==> config.mk <==
export PLATFORM = sky130hd
export DESIGN_NAME = qmmt_fifo
export DESIGN_NICKNAME = d
export VERILOG_FILES = /design/src/design/qmmt_fifo.sv
export SDC_FILE = /design/constraint.sdc
export NUM_CORES = 1
export LEC_CHECK = 0
export BUFFER_PORTS_ARGS = -buffer_cell sky130_fd_sc_hd__buf_2
export CORE_MARGIN = 3
export CORE_UTILIZATION = 37
export DETAILED_ROUTE_END_ITERATION = 10
export PLACE_DENSITY = 0.7
export SLEW_MARGIN = 40
export SYNTH_ARGS = -nofsm -noshare
export SYNTH_HDL_FRONTEND = slang
export SYNTH_SLANG_ARGS = --single-unit
==> constraint.sdc <==
create_clock -name clk -period 3.6 [get_ports clk]
set_clock_uncertainty 0.1 [all_clocks]
set_input_delay 0.54 -clock clk [delete_from_list [all_inputs] [get_ports clk]]
set_output_delay 0.54 -clock clk [all_outputs]
set_load 0.005 [all_outputs]
==> src/design/qmmt_fifo.sv <==
module qmmt_fifo #(
	parameter int WIDTH = 8
) (
	input  logic             clk,
	input  logic             arst_n,
	input  logic             push,
	input  logic [WIDTH-1:0] push_data,
	output logic             full,
	input  logic             pop,
	output logic             not_empty,
	output logic [WIDTH-1:0] head
);
	logic [WIDTH-1:0] mem_q [2];
	logic             wr_q, rd_q;
	logic [1:0]       cnt_q;

	assign full      = (cnt_q == 2'd2);
	assign not_empty = (cnt_q != 2'd0);
	assign head      = mem_q[rd_q];

	always_ff @(posedge clk) begin
		if (push) begin
			mem_q[wr_q] <= push_data;
		end
	end

	always_ff @(posedge clk or negedge arst_n) begin
		if (!arst_n) begin
			wr_q  <= 1'b0;
			rd_q  <= 1'b0;
			cnt_q <= 2'd0;
		end else begin
			if (push) wr_q <= ~wr_q;
			if (pop)  rd_q <= ~rd_q;
			cnt_q <= cnt_q + 2'(push) - 2'(pop);
		end
	end

endmodule

==> reports/results.txt <==
The flow ran to the end, and the final reports show no timing, DRC or antenna violations. The first global-routing pass estimated 1840 um of wire. In the synthesized netlist the dominant register cell turns out to be sky130_fd_sc_hd__edfxtp_1.

The core region is 2020 um2. Using the TritonRoute via totals, the vias-per-cell ratio works out to 4.35. The run gives 781 um as the post-detailed-placement half-perimeter wirelength. The internal power of the cells totals 0.495 mW. For the worst-skew pair, the clock arrives at the later sink with an insertion delay of 0.29 ns. The number of I/O port buffers works out to 21.

The first TritonRoute pass finished after 2 iterations. Data arrives at the worst endpoint at 1.44 ns. The top fanout value on the critical path was 9; the total track usage was 9.52%.

The top-level I/O count is 22, and the routed length per instance is 11.3 um. The iteration-0 DRC count of the detailed router was 1; the post-layout net count was 80. The sequential fraction of design power was 53.7%; the synthesis-to-layout area growth was 20.2%. After detailed routing, the number of remaining DRC violations is 0.

Clock tree synthesis inserted a total of 3 buffers. TritonCTS built the clock tree. Yosys mapped a number of flops with a built-in enable equal to 16. The detailed router placed 400 vias in this run. The share of synthesized area occupied by flip-flops and latches is 71.6%, and the number of setup violations in the final report is 0.

The floorplan has 16 rows. In this run, the combinational gates consume 31.2% of the power. Of all cell types, the one taking the most synthesized area is sky130_fd_sc_hd__edfxtp_1.

The tools report the number of different library cells in the post-synthesis netlist as 11. In this run the mean area of a mapped cell was 20.3 um2. Counting flops and latches in the post-synthesis netlist gives 20. The start-to-end type of the worst setup path is reg2out.

In this design, the stage delay of the slowest critical-path cell is 0.68 ns. In the post-synthesis netlist, the cell with the most instances is sky130_fd_sc_hd__edfxtp_1. The power spent charging and discharging nets was 0.180 mW.

The analysis attributes to cell leakage a power of 0.424 nW. STA classifies the critical path endpoint as an output port. The starting density of the core is 40.1%.

Walking the worst path, the cells encountered are mux2_4 > buf_2. The worst endpoint required time is 2.96 ns. For the number of antenna violations at the first check in global routing, the log shows 0. The kind of start point of the critical path was a register.

The proportion of layout cells with a drive suffix above 1 is 50.8%, and the pin slew with the least headroom to its limit is 0.743 ns. The run gives 0.331 ns as the worst hold margin. 0 antenna diodes ended up in the layout. The run gives 50.3% as the worst max-slew margin expressed relative to the limit. The maximum number of pins on one net before global-route repair is 12, and the clock transition at the registers of the reported paths is 0.10 ns. Once the clock tree was built, the setup fixing pass inserted 0 buffers. The y dimension of the die was 52.8 um; the post-synth design cell area was 811 um2.

In the synthesized netlist, the cells that appear most often are sky130_fd_sc_hd__edfxtp_1, sky130_fd_sc_hd__mux2_4, sky130_fd_sc_hd__dfrtp_1. The final-report max-slew violation count was 0. The tools report the count of final hold-check violations as 0. Counting flops with an async set or reset pin after synthesis yields a share of 20.0%. Synthesis produced a netlist with a net count of 54. Synthesis produced 40 cells. For this design, the slowest cell found on the critical path is sky130_fd_sc_hd__dfrtp_1. The tools report the count of H-tree levels built during CTS as 1.

The congestion estimate from routability-driven global placement came to 0.662. The tightest min-delay check is of the in2reg type. Once detail routing completed, the nets flagged for antenna violations numbered 0.

In this run the power density over the cells is 692 nW/um2. The die is 52.8 um wide. The switching share of total power came out at 26.6%.

Once placement finished, the instance area stood at 938 um2. By area the synthesized netlist is led by sky130_fd_sc_hd__edfxtp_1, sky130_fd_sc_hd__mux2_4, sky130_fd_sc_hd__dfrtp_1. The post-route standard cell area excluding fillers was 975 um2. The clock group share of total power was 15.1%; the via count of the first global-routing pass was 418. Summed over all layers, the routed wires come to 1040 um. The root buffer cell is sky130_fd_sc_hd__clkbuf_4.

Timing would allow up to 480 MHz. In this run, post-CTS repair resized a total of 0 instances. The hold-fix buffer count after cts is 1. The area share of the largest cell type after synthesis is 59.3%, and the buffer depth of the longest clock path is 2. Total grt overflow: 0.

The count of synthesis-stage warnings from yosys is 0. Setup repair after global routing left no endpoint under its margin. Counting I/O delays and the setup requirement, the final critical path takes 2.08 ns. Peak supply drop: 0.306 mV.

The aggregate negative setup slack is 0 ns, and the share of the clock period used by the worst path is 57.8%. The TritonCTS sink count was 20; the overall die area was 2790 um2. The max-capacitance violation count came out at 0.
-- worst max-delay path: cells and delay by family, from the launching register on --
family,cells,cell delay [ns]
DFF,1,0.68
muxes,1,0.35
buffers and inverters,1,0.13
-- path summary, 6_finish.rpt --
kind                                   start           to  slack [ns]  cells after the start
worst max-delay path                    rd_q      head[2]        1.52                      2
worst min-delay path            push_data[6]  mem_q[0][6]        0.33                      1
worst max register to register          wr_q  mem_q[0][3]        2.13                      1
worst min register to register          wr_q         wr_q        0.41                      1
max in group asynchronous             arst_n     cnt_q[1]        2.81                      2
min in group asynchronous             arst_n     cnt_q[0]        0.47                      2
-- power by group through the flow --
| stage | Sequential [mW] | Clock, mW | Combinational (mW) |
|---|---|---|---|
| 2_1_floorplan | 0.338 | 0 | 0.178 |
| 3_3_place_gp | 0.366 | 0 | 0.210 |
| 3_5_place_dp | 0.369 | 0 | 0.215 |
| 4_1_cts | 0.365 | 0.108 | 0.216 |
| 5_1_grt | 0.375 | 0.116 | 0.235 |
| 6_report | 0.362 | 0.102 | 0.210 |
-- sequential cells by signal, indices dropped and copies added, names as in the netlist --
signal	cells
mem_q	16
rd_q	1
wr_q	1
cnt_q	2
-- layout make-up --
class                           count  area, um2
Tap cell                           27       33.8
Multi-Input combinational cell     17        211
Inverter                            2       7.51
Fill cell                         181       1050
Clock buffer                        3       22.5
Timing Repair Buffer               22        115
Sequential cell                    20        581
Clock inverter                      1       3.75
-- stage by stage --
stage                     worst slack, ns  power [mW]  utilization [%]  instances
after floorplan                      2.17       0.516                -         40
after global placement               1.84       0.576             46.4         87
after detailed placement             1.80       0.585             46.4         87
after CTS                            1.49       0.689             48.2         92
after global routing                 1.42       0.726             48.2         92
final                                1.52       0.675             48.2         92
-- cells by family (layout without fill, tap and decap cells) --
group / after synthesis / count (layout) / share of synthesized area (%)
flip-flops: 20 / 20 / 71.6
multiplexers: 8 / 8 / 14.8
AND/OR/NAND/NOR: 4 / 4 / 3.09
XOR/XNOR: 3 / 3 / 5.09
buffers and inverters: 3 / 28 / 2.32
adder cells (fa/ha/maj): 2 / 2 / 3.09
-- cells in the final DEF, fill, tap and decap left out --
master / Yosys / layout
sky130_fd_sc_hd__clkinv_1: 0 / 1
sky130_fd_sc_hd__ha_1: 2 / 2
sky130_fd_sc_hd__edfxtp_1: 16 / 16
sky130_fd_sc_hd__xor3_1: 1 / 1
sky130_fd_sc_hd__dfrtp_1: 4 / 4
sky130_fd_sc_hd__or2_2: 1 / 1
sky130_fd_sc_hd__mux2_4: 8 / 8
sky130_fd_sc_hd__buf_2: 0 / 21
sky130_fd_sc_hd__inv_1: 2 / 2
sky130_fd_sc_hd__xor2_1: 2 / 2
sky130_fd_sc_hd__nor2b_1: 2 / 2
sky130_fd_sc_hd__and2_1: 1 / 1
sky130_fd_sc_hd__clkbuf_4: 0 / 3
sky130_fd_sc_hd__dlygate4sd3_1: 0 / 1
-- layer usage --
metal / GRT usage [%] / share of wire [%] / wire length (um)
met1: 11.1 / 42 / 443
met2: 15.1 / 49 / 512
met3: 3.42 / 8.3 / 87
met4: 5.11 / 0 / 0
met5: 0 / 0 / 0
(Power assumes the default switching activity.)
