`config.mk`:
```
export PLATFORM = sky130hd
export DESIGN_NAME = qmmt_front
export DESIGN_NICKNAME = d
export VERILOG_FILES = /design/src/design/qmmt_pkg.sv /design/src/design/qmmt_front.sv
export SDC_FILE = /design/constraint.sdc
export NUM_CORES = 1
export LEC_CHECK = 0
export BUFFER_PORTS_ARGS = -buffer_cell sky130_fd_sc_hd__buf_4
export CAP_MARGIN = 20
export CORE_MARGIN = 4
export CORE_UTILIZATION = 45
export CTS_CLUSTER_DIAMETER = 40
export DETAILED_ROUTE_END_ITERATION = 7
export PLACE_DENSITY_LB_ADDON = 0.12
export REMOVE_ABC_BUFFERS = 1
export SYNTH_ARGS = -nofsm -noshare
export SYNTH_HDL_FRONTEND = slang
export SYNTH_SLANG_ARGS = --single-unit
```
`constraint.sdc`:
```
create_clock -name clk -period 5.76 [get_ports clk]
set_input_delay 0.576 -clock clk [delete_from_list [all_inputs] [get_ports clk]]
set_output_delay 0.576 -clock clk [all_outputs]
set_load 0.02 [all_outputs]
```
`src/design/qmmt_pkg.sv`:
```
package qmmt_pkg;

	localparam int MAX_CYCLES_DEF  = 512;
	localparam int QUAL_BINS_DEF   = 64;
	localparam int COUNT_WIDTH_DEF = 32;

	localparam logic [7:0] PHRED_OFFSET   = 8'd33;
	localparam logic [7:0] LOW_EDIT_LIMIT = 8'd2;
	localparam logic [5:0] QUAL_SAT       = 6'd63;

	localparam logic [7:0] CH_M = 8'h4D;
	localparam logic [7:0] CH_A = 8'h41;
	localparam logic [7:0] CH_C = 8'h43;
	localparam logic [7:0] CH_G = 8'h47;
	localparam logic [7:0] CH_T = 8'h54;
	localparam logic [7:0] CH_S = 8'h53;
	localparam logic [7:0] CH_I = 8'h49;

	localparam logic [1:0] CFG_FIRST  = 2'd0;
	localparam logic [1:0] CFG_SECOND = 2'd1;
	localparam logic [1:0] CFG_PAIRED = 2'd2;

	localparam logic [2:0] TSEL_ALL     = 3'd0;
	localparam logic [2:0] TSEL_LOW     = 3'd1;
	localparam logic [2:0] TSEL_BASE_A  = 3'd2;
	localparam logic [2:0] TSEL_BASE_C  = 3'd3;
	localparam logic [2:0] TSEL_BASE_G  = 3'd4;
	localparam logic [2:0] TSEL_BASE_T  = 3'd5;
	localparam logic [2:0] TSEL_CYC_ALL = 3'd6;
	localparam logic [2:0] TSEL_CYC_LOW = 3'd7;

	typedef enum logic [2:0] {
		ST_OK       = 3'd0,
		ST_SKIP     = 3'd1,
		ST_BAD_SYM  = 3'd2,
		ST_UNPAIRED = 3'd3,
		ST_RANGE    = 3'd4
	} qmmt_status_t;

	typedef enum logic [1:0] {
		BK_CLEAR,
		BK_IDLE,
		BK_LOOK
	} qmmt_state_t;

	typedef struct packed {
		logic       cmd;
		logic [7:0] qual_char;
		logic [7:0] aligned_symbol;
		logic [7:0] read_base;
		logic [8:0] read_offset;
		logic       second_mate;
		logic       reverse_strand;
		logic [7:0] edit_distance;
		logic       masked;
		logic [2:0] table_select;
		logic [5:0] read_quality;
		logic [8:0] read_cycle;
	} qmmt_in_t;

	typedef struct packed {
		logic [2:0]  status;
		logic [31:0] match_count;
		logic [31:0] mismatch_count;
		logic [5:0]  max_quality;
	} qmmt_out_t;

	// classification carried from front to back
	typedef struct packed {
		qmmt_status_t status;
		logic         rd;
		logic         cnt;
		logic         kind;
		logic         low_edit;
		logic         base_ok;
		logic [2:0]   sel;
	} qmmt_ctl_t;

endpackage

```
`src/design/qmmt_front.sv`:
```
module qmmt_front #(
	parameter int MAX_CYCLES = qmmt_pkg::MAX_CYCLES_DEF,
	parameter int QUAL_BINS  = qmmt_pkg::QUAL_BINS_DEF
) (
	input  logic                    clk,
	input  logic                    arst_n,
	input  logic                    cfg_we,
	input  logic [1:0]              cfg_index,
	input  logic [9:0]              cfg_data,
	input  qmmt_pkg::qmmt_in_t      in_data,
	output qmmt_pkg::qmmt_ctl_t     ctl,
	output logic [$clog2(QUAL_BINS)-1:0]              qaddr,
	output logic [$clog2(4*QUAL_BINS)-1:0]            baddr,
	output logic [$clog2(MAX_CYCLES*QUAL_BINS)-1:0]   caddr
);
	import qmmt_pkg::*;

	localparam int QAW = $clog2(QUAL_BINS);
	localparam int BAW = $clog2(4*QUAL_BINS);
	localparam int CAW = $clog2(MAX_CYCLES*QUAL_BINS);

	logic [9:0]   first_q, second_q;
	logic         paired_q;
	logic [7:0]   phred, bin;
	logic         sym_match, sym_mis, qual_bad, base_known;
	logic [1:0]   base_t, tsel;
	logic [12:0]  f13, s13, o13, cycle;
	logic [10:0]  rows, rows_cap;
	logic [10:0]  row;
	logic         cyc_bad;
	qmmt_status_t st;

	always_ff @(posedge clk or negedge arst_n) begin
		if (!arst_n) begin
			first_q  <= '0;
			second_q <= '0;
			paired_q <= 1'b0;
		end else if (cfg_we) begin
			case (cfg_index)
				CFG_FIRST:  first_q  <= cfg_data;
				CFG_SECOND: second_q <= cfg_data;
				CFG_PAIRED: paired_q <= cfg_data[0];
				default: ;
			endcase
		end
	end

	always_comb begin
		phred      = in_data.qual_char - PHRED_OFFSET;
		sym_match  = (in_data.aligned_symbol == CH_M);
		sym_mis    = (in_data.aligned_symbol == CH_A) || (in_data.aligned_symbol == CH_C) ||
		             (in_data.aligned_symbol == CH_G) || (in_data.aligned_symbol == CH_T);
		qual_bad   = (in_data.qual_char < PHRED_OFFSET) || (9'(phred) >= 9'(QUAL_BINS));

		base_known = 1'b1;
		base_t     = 2'd0;
		case (in_data.read_base)
			CH_A:    base_t = 2'd0;
			CH_C:    base_t = 2'd1;
			CH_G:    base_t = 2'd2;
			CH_T:    base_t = 2'd3;
			default: base_known = 1'b0;
		endcase
		if (in_data.reverse_strand) begin
			base_t = 2'd3 - base_t;
		end

		f13 = 13'(first_q);
		s13 = 13'(second_q);
		o13 = 13'(in_data.read_offset);
		if (in_data.second_mate) begin
			cycle = in_data.reverse_strand ? f13 + s13 - o13 - 13'd1 : f13 + o13;
		end else begin
			cycle = in_data.reverse_strand ? f13 - o13 - 13'd1 : o13;
		end
		rows     = 11'(first_q) + (paired_q ? 11'(second_q) : 11'd0);
		rows_cap = (rows > 11'(MAX_CYCLES)) ? 11'(MAX_CYCLES) : rows;
		cyc_bad  = cycle[12] || (cycle[11:0] >= 12'(rows_cap));

		if (in_data.masked) begin
			st = ST_SKIP;
		end else if (in_data.second_mate && !paired_q) begin
			st = ST_UNPAIRED;
		end else if (in_data.aligned_symbol == CH_S || in_data.aligned_symbol == CH_I) begin
			st = ST_SKIP;
		end else if (!sym_match && !sym_mis) begin
			st = ST_BAD_SYM;
		end else if (qual_bad || cyc_bad) begin
			st = ST_RANGE;
		end else begin
			st = ST_OK;
		end

		ctl.sel      = in_data.table_select;
		ctl.rd       = in_data.cmd;
		ctl.kind     = sym_mis;
		ctl.low_edit = (in_data.edit_distance <= LOW_EDIT_LIMIT);
		ctl.base_ok  = base_known;
		if (in_data.cmd) begin
			// read back one bin
			bin  = 8'(in_data.read_quality);
			row  = 11'(in_data.read_cycle);
			tsel = 2'(in_data.table_select - TSEL_BASE_A);
			if (9'(in_data.read_quality) >= 9'(QUAL_BINS) ||
			    (in_data.table_select >= TSEL_CYC_ALL &&
			     11'(in_data.read_cycle) >= 11'(MAX_CYCLES))) begin
				ctl.status = ST_RANGE;
			end else begin
				ctl.status = ST_OK;
			end
			ctl.cnt = 1'b0;
		end else begin
			bin        = phred;
			row        = cycle[10:0];
			tsel       = base_t;
			ctl.status = st;
			ctl.cnt    = (st == ST_OK);
		end

		qaddr = QAW'(bin);
		baddr = BAW'(32'(tsel) * 32'(QUAL_BINS) + 32'(bin));
		caddr = CAW'(32'(row) * 32'(QUAL_BINS) + 32'(bin));
	end

endmodule

```
==> summary.txt, run 1 <==
Outcome
  – Status: completed

Pwr
  – PD cells: around 330 nW/um^2
  – Static leakage: between 2 and 3 nW
  – Max IR drop VDD: roughly 0.27 mV

Final layout
  – # nets final: approximately 850
  – Footprint of the multi-input gates: approximately 4000 sq um
  – Antenna Cells: 0
  – FILL cells: 1,018
  – Area Overhead vs Synth: 17.6%
  – Fraction of layout instances using a drive strength above 1: between 20% and 30%
  – Register area: between 500 and 600 sq um
  – Post-Route Utilization: 55.3%

Timing
  – Count of final setup violators: 0
  – Tmin final: roughly 5500 ps
  – Rel. slew slack: 59.0%
  – Max Slew Vio Count: 0
  – Clock Skews: 0 ps
  – Tightest Pin Transition: around 600 ps
  – Final period utilization: slightly below 100%
  – Hold WS: 186 ps
  – Hold Vio Cnt, Final: 0
  – Max frequency: between 150 and 200 MHz

Routing
  – Metal-1 WL: approximately 6300 microns
  – Initial DRT Pass Iterations: 5
  – Drt wl/cell: 17.2 microns
  – Routed WL: between 10,000 and 15,000 microns
  – Number of remaining DRC errors: 0
  – Met3 WL post-DR: ~1100 microns
  – DRT iter0 DRCs: between 200 and 250
  – DR vias: between 4,000 and 5,000
  – Final ANT Viol Nets: 0
  – DR WL met2: about 6800 microns
  – Highest metal layer with signal wires: met4
  – Via density: 5.54

Clock network
  – Total CTS buffers: 3
  – Clock Sinks: 21
  – Clk_lat worst skew: ~260 ps
  – TritonCTS clock tree: built
  – Post-CTS Setup Inserts: 0
  – Clock Pin Slew Worst Setup and Hold Paths: 70 ps
  – H-Tree Depth: 1
  – Bufs on Longest Clock Path: 2
  – Root buffer cell: clkbuf_8
  – Hold Buf Count CTS: 0

Yosys
  – Dominant synthesized flop cell: dfrtp_1
  – Synth Cell Area: around 4900 sq um
  – Syn avg cell area: ~8.0 sq um
  – Top-area cell type share of the netlist area: between 10% and 20%
  – Synth Instances: just over 600
  – Netlist cell types: 86
  – Post-synth EDFFs: 0
  – Synthesized flop and latch total: 21
  – List of most frequent post-synthesis cells: 80 x inv_1, 57 x ha_1, 43 x nand2_1, 39 x xnor2_1, 38 x nor2_1
  – Ys async rst share: 100%
  – Top cells by area, synth: ha_1 14%, dfrtp_1 11%, xnor2_1 6.9%
  – Most numerous cell in the Yosys netlist: inv_1
  – Sequential fraction of the synthesis area: a little over a tenth
  – Largest area contributor in the netlist: ha_1
  – Syn. warnings: 0

Critical path
  – FF-to-FF setup slack: a little under 5000 ps
  – CP max FO: 12
  – Data arrival time of the worst path: a little under 5000 ps
  – WP data required: between 5000 and 6000 ps
  – Reg2reg start: first_q[1]
  – Startpoint type of the worst setup path: register
  – Crit. Startpoint: paired_q
  – Reg2reg end: first_q[1]
  – Setup CP Type: reg2out
  – Endpoint class of the critical path: output port
  – Worst r2r path cells: 2
  – Setup crit end: ctl[6]

Global routing
  – Initial antenna violation count: 0
  – GRT overflow: 0
  – First-pass GRT wire length: between 20,000 and 25,000 microns
  – GRT Util Overall: between 20% and 30%
  – Pin count of the biggest net entering global routing: 25
  – Number of global-route vias before repair: between 4,000 and 5,000

Floorplanning
  – Die H: between 100 and 150 microns
  – Core area: around 11,000 sq um
  – IO Count: approximately 120
  – Initial Utilization: between 40 and 50%
  – Die area: between 10,000 and 15,000 sq um
  – Die Wd: 113 microns
  – Rows: 37

Hold path
  – Min-Delay Path Class: in2async

Place
  – Gpl congestion: 0.896
  – Hpwl dp: ~12,000 microns
  – # port buffers: around 120

Flow run
  – Max-Cap Viols: 0
worst max-delay path: stages, from the launching register on:
cell and delay (ps):
dfrtp_1 470, and2_1 200, ha_1 200, fa_1 410, a21o_1 190, a21oi_2 170
o21bai_1 90, a21oi_1 230, o21bai_1 130, a211o_1 340, a21oi_4 190, and3_1 180
ha_1 210, nand2b_1 140, a21o_1 170, a21o_1 170, a21o_1 170, a21o_1 170
a21oi_1 120, o21ai_0 120, a41oi_2 300, o211a_1 190, buf_4 130
through the flow:
| step | power [W] | instances | setup slack [ps] | TNS [ps] | instance area, sq um |
|---|---|---|---|---|---|
| after floorplan | 0.00137 | 580 | 840 | 0 | 4680 |
| after global placement | 0.00176 | 831 | 436 | 0 | 5720 |
| after detailed placement | 0.00180 | 831 | 297 | 0 | 5720 |
| after CTS | 0.00190 | 835 | 91.2 | 0 | 5770 |
| after global routing | 0.00210 | 836 | -20.0 | -20.0 | 5810 |
| final | 0.00193 | 836 | 228 | 0 | 5810 |
metal layers:
layer  vias to the layer above  track usage [%]
li1                       2298                -
met1                      2143             28.0
met2                       177             38.0
met3                        17             2.94
met4                         0             3.85
met5                         -                0
flip-flops by register name, summed over array words and instances, names as in the netlist:
| register | cells |
|---|---|
| paired_q | 1 |
| first_q | 10 |
| second_q | 10 |
cell families (layout without fill, tap and decap cells):
kind of cell | count (synthesis) | after routing | share of synthesized area, %
multiplexers | 27 | 27 | 7.55
other | 1 | 1 | 0.0759
AND/OR/NAND/NOR | 176 | 176 | 19.0
buffers and inverters | 118 | 202 | 11.5
flip-flops | 21 | 21 | 10.6
adder cells (fa/ha/maj) | 70 | 70 | 19.7
XOR/XNOR | 55 | 55 | 10.2
AO/OA/AOI/OAI | 148 | 148 | 21.4
final cells by class:
| cell class | instances | area share [%] |
|---|---|---|
| timing repair buffer | 116 | 15.1 |
| tap | 136 | 2.93 |
| clock buffer | 4 | 0.775 |
| multi-input combinational | 477 | 66.9 |
| sequential | 21 | 9.07 |
| inverter | 82 | 5.30 |
layout by cell type, fill, tap and decap left out, types with 9 or more instances in the layout:
cell     instances
ha_1            56
nor2_1          38
a21o_1          12
nand2_1         43
inv_1           80
nor2b_1          9
and2_1          11
dfrtp_1         20
xnor2_1         39
buf_4          115
xor2_1          14
fa_1            13
nand3_1         18
nor3_1           9
a21oi_1         34
o21ai_0         26
mux2_2          12
how the worst min path moves through the flow:
stage	endpoint	slack, ps	cells after the start
floorplan	first_q[0]	280	0
detailed placement	second_q[5]	470	1
finish	second_q[4]	190	1
CTS	first_q[5]	190	1
global route	second_q[1]	190	1
global placement	second_q[5]	470	1
report_power, final:
group	internal (W)	switching (W)	leakage, nW
Clock	0.0000492	0.0000455	0.0228
Sequential	0.000174	0.0000418	0.252
Combinational	0.000697	0.000918	2.50
what timing repair did:
item	in CTS	in global routing
endpoints found under the setup margin	1	2
pin swaps	0	0
resized for setup	1	7
Note: power is estimated with default switching activity, not from simulation.
==> inputs of run 2 (changes only) <==
==> constraint.sdc (replaced) <==
create_clock -name clk -period 6.25 [get_ports clk]
set_input_delay 0.625 -clock clk [delete_from_list [all_inputs] [get_ports clk]]
set_output_delay 0.625 -clock clk [all_outputs]
set_load 0.02 [all_outputs]
==> run 2 against run 1 <==
Global-route usage is 0.14 points higher. Final cell count stayed put. Die area stayed put. Clock-buffer cell count unchanged. Clock power decreased by 8.5%. First-iteration DRC count up 14%. Worst setup slack improved by 160 ps. Worst hold slack improved by 52 ps. Critical path type unchanged. Largest cell class unchanged. Critical path depth did not move. Highest routed layer unchanged. Utilization is 0.31 points lower.
==> summary.txt, run 2 (synthesis gave the netlist of run 1 again) <==
Outcome
  – Status: completed

Final layout
  – Area Overhead vs Synth: 16.9%
  – Fraction of layout instances using a drive strength above 1: between 20% and 30%
  – Antenna Cells: 0
  – Top flop regs: first_q: 10 flops, second_q: 10 flops, paired_q: 1 flops
  – # nets final: approximately 850
  – Commonest non-fill, non-tap cell in the layout: buf_4
  – Commonest cells after routing, fill and taps aside: 115 x buf_4, 80 x inv_1, 57 x ha_1, 43 x nand2_1, 39 x xnor2_1

Floorplanning
  – Die Wd: 113 microns
  – Core area: approximately 11,000 sq um
  – Die H: about 110 microns
  – Die area: between 10,000 and 15,000 sq um
  – IO Count: 118
  – Rows: 37
  – Initial Utilization: ~47%

Clock network
  – Bufs on Longest Clock Path: 2
  – H-Tree Depth: 1
  – Total CTS buffers: 3
  – TritonCTS clock tree: built
  – Clk_lat worst skew: between 200 and 300 ps
  – Root buffer cell: clkbuf_8
  – Clock Pin Slew Worst Setup and Hold Paths: 70 ps
  – CTS resizes: 0
  – Post-CTS Setup Inserts: 0
  – Clock Sinks: 21
  – Hold Buf Count CTS: 0

Timing
  – Count of final setup violators: 0
  – Max frequency: ~170 MHz
  – Rel. slew slack: 60.3%
  – Final period utilization: between 90% and 100%
  – TNS Setup: 0 ps
  – Hold Vio Cnt, Final: 0
  – Tightest Pin Transition: approximately 600 ps
  – Hold WS: approximately 240 ps
  – Unrepaired setup endpoints after global routing: no
  – Tmin final: 5860 ps
  – Clock Skews: 0 ps
  – Max Slew Vio Count: 0

Pwr
  – PD cells: about 300 nW/um^2
  – Internal power: 0.000838 W
  – Net load switching power: about 0.0009 W
  – Sequential fraction of design power: between 10% and 20%
  – Max IR drop VDD: about 0.2 mV
  – Net Sw Frac: 51.9%
  – Static leakage: ~2.8 nW
  – Part of the power in combinational logic: a little over four fifths
  – Clock Power Share: 5.0%

Critical path
  – Endpoint class of the critical path: output port
  – FF-to-FF setup slack: a little over 5000 ps
  – Startpoint type of the worst setup path: register
  – Data arrival time of the worst path: 5240 ps
  – WP data required: ~5600 ps
  – Setup CP Type: reg2out
  – CP max FO: 12

Place
  – # port buffers: 115
  – Hpwl dp: about 12,000 microns
  – Gpl congestion: roughly 0.9

Routing
  – DR vias: approximately 4,700
  – DRT iter0 DRCs: approximately 240
  – Drt wl/cell: ~17 microns
  – Number of remaining DRC errors: 0
  – Initial DRT Pass Iterations: 5
  – Final ANT Viol Nets: 0
  – Routed WL: 14,100 microns
  – Via density: 5.57

Global routing
  – GRT Util Overall: 21.6%
  – Met3 Track Usage GR: 2.67%
  – Initial antenna violation count: 0
  – Number of global-route vias before repair: ~4,500
  – GR peak layer: met2
  – Met1 Usage GRT: between 20 and 30%
  – Met2 Use GR: 37.2%
  – Pin count of the biggest net entering global routing: 25
  – First-pass GRT wire length: 22,600 microns
  – GRT overflow: 0

Hold path
  – Min-Delay Path Class: in2async

Flow run
  – Max-Cap Viols: 0
run 2: cell type report:
| cell class | instances | area [sq um] |
|---|---|---|
| clock buffer | 4 | 45.0 |
| fill | 996 | 4730 |
| tap | 136 | 170 |
| sequential | 21 | 526 |
| inverter | 82 | 308 |
| multi-input combinational | 477 | 3850 |
| timing repair buffer | 116 | 875 |
run 2: layer usage:
metal  share of wire, %  vias to the layer above
met3                6.7                       18
met1                 44                     2186
met4                2.1                        0
met2                 47                      154
li1                   -                     2298
met5                  0                        -
run 2: power groups by stage:
| stage | Sequential, W | Clock, W | Combinational, W |
|---|---|---|---|
| after floorplan | 0.000182 | 0 | 0.00108 |
| after global placement | 0.000199 | 0 | 0.00142 |
| after detailed placement | 0.000201 | 0 | 0.00144 |
| after CTS | 0.000198 | 0.0000899 | 0.00145 |
| after global routing | 0.000201 | 0.0000957 | 0.00162 |
| final | 0.000198 | 0.0000867 | 0.00146 |
run 2: critical path, stage by stage (launching register included):
cell,delay [ps]
dfrtp_1,460
and2_1,200
ha_1,200
fa_1,410
a21o_1,170
a21oi_1,230
o21bai_1,90
a21oi_1,230
o21bai_1,120
a211o_1,310
a21oi_1,330
and3_1,220
ha_1,220
nand2b_1,140
a21o_1,170
a21o_1,170
a21o_1,170
a21o_1,170
a21oi_1,140
o21ai_0,110
a41oi_1,370
o211a_1,220
buf_4,140
run 2: worst paths after layout:
kind	cells after the start	to	from
setup / recovery	22	ctl[6]	paired_q
hold / removal	1	first_q[5]	arst_n
setup reg to reg	2	first_q[1]	first_q[1]
hold reg to reg	1	second_q[1]	second_q[1]
max in group asynchronous	1	second_q[7]	arst_n
min in group clk	1	second_q[1]	second_q[1]
run 2: metrics by stage:
step | instance area (sq um) | util [%] | cells | power, W | setup WS (ps)
6_report | 5780 | 55.0 | 836 | 0.00174 | 388
5_1_grt | 5780 | 55.0 | 836 | 0.00192 | 62.1
4_1_cts | 5770 | 54.9 | 835 | 0.00174 | 431
3_5_place_dp | 5720 | 54.4 | 831 | 0.00165 | 729
3_3_place_gp | 5720 | 54.4 | 831 | 0.00162 | 886
2_1_floorplan | 4680 | - | 580 | 0.00127 | 1280
==> inputs of run 3 (changes only) <==
--- a/config.mk
+++ b/config.mk
@@ -7,7 +7,7 @@
 export LEC_CHECK = 0
 export BUFFER_PORTS_ARGS = -buffer_cell sky130_fd_sc_hd__buf_4
 export CAP_MARGIN = 20
-export CORE_MARGIN = 4
+export CORE_MARGIN = 8
 export CORE_UTILIZATION = 45
 export CTS_CLUSTER_DIAMETER = 40
 export DETAILED_ROUTE_END_ITERATION = 7
==> run 3 against run 2 <==
Worst setup slack better by 36 ps. Register-to-register slack better by 90 ps. Critical endpoint unchanged. Via count is 1.9% lower. Clock power is 2.9% higher. Design area is 0.11% lower. Critical path depth stayed put. Die area is 15% higher. Clock skew stayed put. Power is 0.87% lower. Routed wire length is 0.99% lower. Flip-flop and latch count stayed put.
==> summary.txt, run 3 (synthesis gave the netlist of run 1 again) <==
Final layout
  – Post-Route Utilization: a little over half
  – Post-route insts no fill: 839
  – Fraction of layout instances using a drive strength above 1: 23.6%
  – Antenna Cells: 0
  – Top flop regs: first_q: 10 flops, second_q: 10 flops, paired_q: 1 flops
  – Commonest non-fill, non-tap cell in the layout: buf_4
  – FILL cells: just under 1,000
  – Footprint of the multi-input gates: between 3000 and 4000 sq um
  – Commonest cells after routing, fill and taps aside: 115 x buf_4, 80 x inv_1, 57 x ha_1, 43 x nand2_1, 39 x xnor2_1
  – # nets final: 848
  – Area Overhead vs Synth: 16.8%
  – Register area: 526 sq um

Clock network
  – Bufs on Longest Clock Path: 2
  – Clock Pin Slew Worst Setup and Hold Paths: ~80 ps
  – Clock Sinks: 21
  – Hold Buf Count CTS: 0
  – TritonCTS clock tree: built
  – H-Tree Depth: 1
  – Total CTS buffers: 3
  – Root buffer cell: clkbuf_8
  – Post-CTS Setup Inserts: 0
  – Clk_lat worst skew: ~260 ps
  – CTS resizes: 0

Place
  – Hpwl dp: roughly 12,000 microns
  – Inst Count DP: about 840
  – Gpl congestion: around 0.9
  – # port buffers: roughly 120
  – Dpl ws: approximately 750 ps

Critical path
  – Startpoint type of the worst setup path: register
  – CP max FO: 12
  – WP data required: roughly 5600 ps
  – Setup CP Type: reg2out
  – Endpoint class of the critical path: output port
  – Data arrival time of the worst path: between 5000 and 6000 ps

Routing
  – Final ANT Viol Nets: 0
  – Routed WL: ~14,000 microns
  – Via density: roughly 5.4
  – Number of remaining DRC errors: 0
  – Drt wl/cell: approximately 17 microns
  – DR vias: approximately 4,600
  – DRT iter0 DRCs: 220
  – Initial DRT Pass Iterations: 4

Timing
  – Rel. slew slack: 34.5%
  – Hold WS: 239 ps
  – TNS Setup: 0 ps
  – Final period utilization: between 90 and 100%
  – Unrepaired setup endpoints after global routing: no
  – Hold Vio Cnt, Final: 0
  – Tmin final: 5830 ps
  – Clock Skews: 0 ps
  – Max frequency: between 150 and 200 MHz
  – Max Slew Vio Count: 0
  – Count of final setup violators: 0
  – Tightest Pin Transition: roughly 980 ps
  – Setup ws final: 424 ps

Pwr
  – PD cells: about 300 nW/um^2
  – Clock Power Share: 5.2%
  – Net Sw Frac: 51.5%
  – Net load switching power: between 0.0008 and 0.0009 W
  – Max IR drop VDD: a little over 0.2 mV
  – Static leakage: 2.77 nW
  – Sequential fraction of design power: between 10% and 20%
  – Internal power: 0.000837 W
  – Part of the power in combinational logic: between 80% and 90%

Hold path
  – Min-Delay Path Class: in2async

Floorplanning
  – Die area: between 10,000 and 15,000 sq um
  – Die H: between 100 and 150 microns
  – Rows: 38
  – Core area: 10,800 sq um
  – Die Wd: ~120 microns
  – IO Count: between 100 and 150
  – Initial Utilization: 45.8%

Flow run
  – Max-Cap Viols: 0

Global routing
  – GRT overflow: 0
  – First-pass GRT wire length: about 23,000 microns
  – Pin count of the biggest net entering global routing: 25
  – Initial antenna violation count: 0
  – GRT Util Overall: a little under a fifth
  – Number of global-route vias before repair: ~4,500

Outcome
  – Status: completed
[run 3: path summary, 6_finish.rpt]
check / from / end / slack (ps) / cells past startpoint
max: paired_q / ctl[6] / 420 / 22
min: arst_n / first_q[6] / 240 / 1
max reg2reg: first_q[9] / first_q[9] / 5190 / 2
min reg2reg: second_q[7] / second_q[7] / 550 / 1
max in group asynchronous: arst_n / second_q[2] / 5800 / 1
min in group clk: second_q[7] / second_q[7] / 550 / 1
[run 3: routing by layer]
layer | track usage [%] | wire [microns] | vias to the layer above
met5 | 0 | 0 | -
met4 | 3.04 | 184 | 0
met3 | 2.19 | 697 | 15
met2 | 33.9 | 6960 | 130
met1 | 23.7 | 6100 | 2128
li1 | - | - | 2294
[run 3: power groups by stage]
stage | combinational [W] | clock, W | sequential (W)
floorplan | 0.00108 | 0 | 0.000182
detailed placement | 0.00143 | 0 | 0.000205
finish | 0.00143 | 0.0000892 | 0.000202
global route | 0.00159 | 0.0000957 | 0.000204
global placement | 0.00140 | 0 | 0.000203
CTS | 0.00144 | 0.0000899 | 0.000202
[run 3: area by class of cell]
| cell class | count | share of cell area, % |
|---|---|---|
| tap | 140 | 3.04 |
| clock buffer | 4 | 0.781 |
| multi-input combinational | 477 | 66.8 |
| timing repair buffer | 115 | 15.0 |
| sequential | 21 | 9.11 |
| inverter | 82 | 5.33 |
[run 3: stage by stage]
step | instance area [sq um] | total power, W
final | 5770 | 0.00173
after detailed placement | 5730 | 0.00163
after global placement | 5730 | 0.00160
after global routing | 5770 | 0.00189
after floorplan | 4680 | 0.00127
after CTS | 5770 | 0.00173
[run 3: worst max-delay path, stage by stage, from the launching register on]
cell and delay (ps):
dfrtp_1 480, and2_1 200, ha_1 200, fa_1 400, a21o_1 170, a21oi_1 230, o21bai_1 100, a21oi_1 240
o21bai_1 120, a211o_1 310, a21oi_1 320, and3_1 210, ha_1 220, nand2b_1 140, a21o_1 170, a21o_1 180
a21o_1 170, a21o_1 170, a21oi_1 120, o21ai_0 100, a41oi_1 340, o211a_1 210, buf_4 140
